**src/hdl/timer_expiry_min_heap_top_macros.svh**
```systemverilog
// Assertion macros shared by the timer expiry heap RTL.
// Needs clk_i and rst_ni in the scope where a macro is used.
`ifndef TIMER_EXPIRY_MIN_HEAP_TOP_MACROS_SVH
`define TIMER_EXPIRY_MIN_HEAP_TOP_MACROS_SVH
`define TEMH_ASSERT(lbl, prop, msg) \
  lbl: assert property (@(posedge clk_i) disable iff (!rst_ni) prop) else $error(msg);
`define TEMH_ASSERT_NEXT(lbl, pre, post, msg) \
  lbl: assert property (@(posedge clk_i) disable iff (!rst_ni) (pre) |=> (post)) else $error(msg);
`endif

```
**src/hdl/temh_ram.sv**
```systemverilog
// Generic simple dual-port RAM: one write port, one read port, registered read.
// No dependencies.
module temh_ram #(
  parameter int Width = 8,
  parameter int Depth = 32
) (
  input  logic                     clk_i,
  input  logic                     we_i,
  input  logic [$clog2(Depth)-1:0] waddr_i,
  input  logic [Width-1:0]         wdata_i,
  input  logic [$clog2(Depth)-1:0] raddr_i,
  output logic [Width-1:0]         rdata_o
);

  logic [Width-1:0] mem_q [Depth];

  always_ff @(posedge clk_i) begin
    if (we_i) begin
      mem_q[waddr_i] <= wdata_i;
    end
    rdata_o <= mem_q[raddr_i];
  end

endmodule

```
**config.mk**
```make
export PLATFORM = sky130hd
export DESIGN_NAME = temh_ram
export DESIGN_NICKNAME = d
export VERILOG_FILES = /design/src/hdl/timer_expiry_min_heap_top_macros.svh /design/src/hdl/temh_ram.sv
export SDC_FILE = /design/constraint.sdc
export NUM_CORES = 1
export LEC_CHECK = 0
export CAP_MARGIN = 30
export CORE_ASPECT_RATIO = 0.5
export CORE_UTILIZATION = 38
export DETAILED_ROUTE_END_ITERATION = 10
export DONT_BUFFER_PORTS = 1
export PLACE_DENSITY_LB_ADDON = 0.08
export SKIP_LAST_GASP = 1
export SLEW_MARGIN = 20
export SYNTH_ARGS = -nofsm -noshare
export SYNTH_HDL_FRONTEND = slang
export SYNTH_SLANG_ARGS = --single-unit
```
**constraint.sdc**
```tcl
create_clock -name clk_i -period 2.2 [get_ports clk_i]
set_input_delay 0.11 -clock clk_i [delete_from_list [all_inputs] [get_ports clk_i]]
set_output_delay 0.11 -clock clk_i [all_outputs]
set_load 0.005 [all_outputs]
```
==> key figures <==
Outcome
  – Status: finished clean

Pwr
  – PnR Total Power: between 10 and 15 mW
  – Peak supply drop: around 0.47 mV
  – Sw frac: 0.192
  – Combinational power share: 0.043
  – Switching pwr: 1.99 mW
  – Leakage power: 3.66 nW
  – Internal power: 8.39 mW
  – Seq pwr share: 0.541
  – Clock power frac: 0.416
  – P per Cell Area: 890 nW/um^2

GRT
  – Global-route wire length before repair: around 32000 um
  – Tot GR Track Use: 0.169
  – Vias in the first global route: 4701
  – Initial antenna violation count: 0
  – GRT overflow: 0
  – Largest net degree at the start of global routing: 65

Setup path
  – CP startpoint kind: register
  – Crit path top cell by count: mux4_2
  – CP max FO: 1
  – Buffer and inverter count on the worst path: 0
  – Crit path largest cell delay: 0.55 ns
  – Kind of cell adding the most delay to the critical path: multiplexers
  – Crit path kind: register to register
  – Slowest cell on crit path: mux4_2
  – Arr. time, crit path: roughly 2.2 ns
  – Worst setup EP type: register
  – Worst EP required: 2.61 ns
  – Worst path cell trace: mux4_2 -> mux4_2 -> mux2_2

Place
  – PortBufs: 0
  – Inst Count DP: 773
  – Pre-CTS setup slack: 0.374 ns
  – DP Wirelength: 13300 um
  – RePlAce Congestion: 0.731

Final layout
  – Final core utilization: 0.456
  – Layout cell share with drive strength beyond 1: 0.346
  – Fillcell total: 2096
  – Final net count: about 500
  – Diodes inserted: 0
  – Layout area overhead: 16.1%
  – Non-Filler Instances: 836

Floorplanning
  – IO Pins: 28
  – Die width: 232 um
  – Initial Util: 0.393
  – Core area: 25600 um^2
  – Die Y: 117 um
  – Die area: 27200 um^2
  – Cell row count: 41

CTS
  – CTS tree: built
  – CTS sink count: 264
  – Htree depth: 1
  – Clock-pin slew on the worst setup and hold paths: around 0.06 ns
  – Post-CTS Setup Repair Bufs: 0
  – Max Root-Sink Buffers: 3
  – Post-CTS Resized: 0
  – Worst-skew pair later-pin latency: ~0.52 ns
  – Clock root cell: clkbuf_16
  – TritonCTS buffer count: 25

STA
  – Sum of negative setup slack: 0 ns
  – Final Hold Fails: 0
  – Final Cycle Share: 0.834
  – FMAX: 0.545 GHz
  – Slew margin rel.: 0.479
  – Min Tclk post-route: 1.84 ns
  – Worst Skew: 0.00753 ns
  – Worst-Margin Slew: a little under 0.8 ns
  – Max-slew violation count: 0
  – RSZ-0062 raised after global routing: false
  – Final setup vio count: 0
  – Worst setup margin: ~0.36 ns

Yosys
  – Post-synth top area cell: edfxtp_1
  – Synthesized area per cell: 24.1 um^2
  – Most common cell in the netlist: edfxtp_1
  – FF+latch count, synth: 264
  – Syn_nets: 437
  – Share of the synthesized area in the top cell type: 0.765
  – Post-synth cell types: 15
  – Synth top area cells: edfxtp_1 76%, mux4_2 18%, dfxtp_1 1.6%
  – Async set-reset flop share out of synthesis: 0
  – Top FF cell, synth: edfxtp_1
  – Synth warn: 0
  – Most frequent cells after synthesis: 256 x edfxtp_1, 80 x mux4_2, 33 x nor2_1
  – Synthesized area: slightly above 10000 um^2
  – Gate Count Post-Synth: 417
  – Sequential share of the synthesized area: 0.781
  – Post-synth EDFFs: 256

Drt
  – Via count: 4405
  – # DRC: 0
  – DR vias/cell: 5.27
  – First-pass DRT Iterations: 4
  – DRT iter0 DRCs: 358
  – Drt wl/cell: 26.1 um
  – Post-route antenna net violation count: 0
  – Routed wire length: 21800 um

Worst hold path
  – Min-Delay Path Class: primary input to register

Job
  – MaxCap Viol Count: 0
## worst reg2reg max path, cell delays in order, from the launching register on
cell and delay, ns:
edfxtp_1 0.37, mux4_2 0.52, mux4_2 0.55, mux2_2 0.29
## per-layer routing
| layer | vias up | track usage | routed length (um) |
|---|---|---|---|
| li1 | 1892 | - | - |
| met3 | 30 | 0.0366 | 1340 |
| met1 | 2380 | 0.236 | 9800 |
| met2 | 103 | 0.276 | 10300 |
| met5 | - | 0 | 0 |
| met4 | 0 | 0.0377 | 330 |
## cells in the final DEF, fill, tap and decap left out, types with 3 or more instances in the layout
| master | instances |
|---|---|
| edfxtp_1 | 256 |
| mux4_2 | 80 |
| nor2_1 | 33 |
| buf_4 | 32 |
| clkbuf_16 | 25 |
| dlygate4sd3_1 | 10 |
| mux2_2 | 8 |
| dfxtp_1 | 8 |
| clkinv_2 | 6 |
| nand3b_1 | 5 |
| clkbuf_1 | 5 |
| buf_12 | 5 |
| clkbuf_8 | 4 |
| or3b_2 | 3 |
| bufinv_16 | 3 |
| buf_2 | 3 |
## final timing paths
check | to | start | slack (ns) | depth (start not counted)
worst min-delay path | rdata_o[7] | raddr_i[4] | 0.02 | 2
worst max-delay path | rdata_o[7] | mem_q[5][7] | 0.36 | 3
worst min register to register | rdata_o[5] | mem_q[0][5] | 0.92 | 3
worst max register to register | rdata_o[7] | mem_q[5][7] | 0.36 | 3
## registers in the layout, summed over array words and instances (netlist names)
register  count
mem_q       256
rdata_o       8
## stage by stage
step           hold WS (ns)  area (um^2)
4_1_cts             0.00467        11700
2_1_floorplan         0.209        10100
5_1_grt             0.00424        11700
3_3_place_gp          0.212        10600
3_5_place_dp          0.210        10600
6_report             0.0206        11700
## timing repair
action / CTS / global route
hold buffers: 18 / 0
setup endpoints to repair: 0 / 0
hold endpoints to repair: 265 / 0
## layout make-up
class                   count  area (um^2)  area share
clock inverters            10          124      0.0106
flip-flops and latches    264         7850       0.673
repair buffers             51          467      0.0400
well taps                 344          430      0.0369
clock buffers              34          699      0.0599
multi-input cells         133         2100       0.180
## cell families after synthesis
kind of cell / synth area share
flops: 0.781
buf+inv: 0.0106
mux: 0.188
simple gates: 0.0207
## power groups by stage
stage	combinational [mW]	sequential (mW)	clock, mW
6_report	0.444	5.62	4.32
5_1_grt	0.472	5.62	4.61
4_1_cts	0.452	5.62	4.41
3_5_place_dp	0.317	5.73	0
3_3_place_gp	0.317	5.73	0
2_1_floorplan	0.298	5.71	0
(Power assumes the default switching activity.)
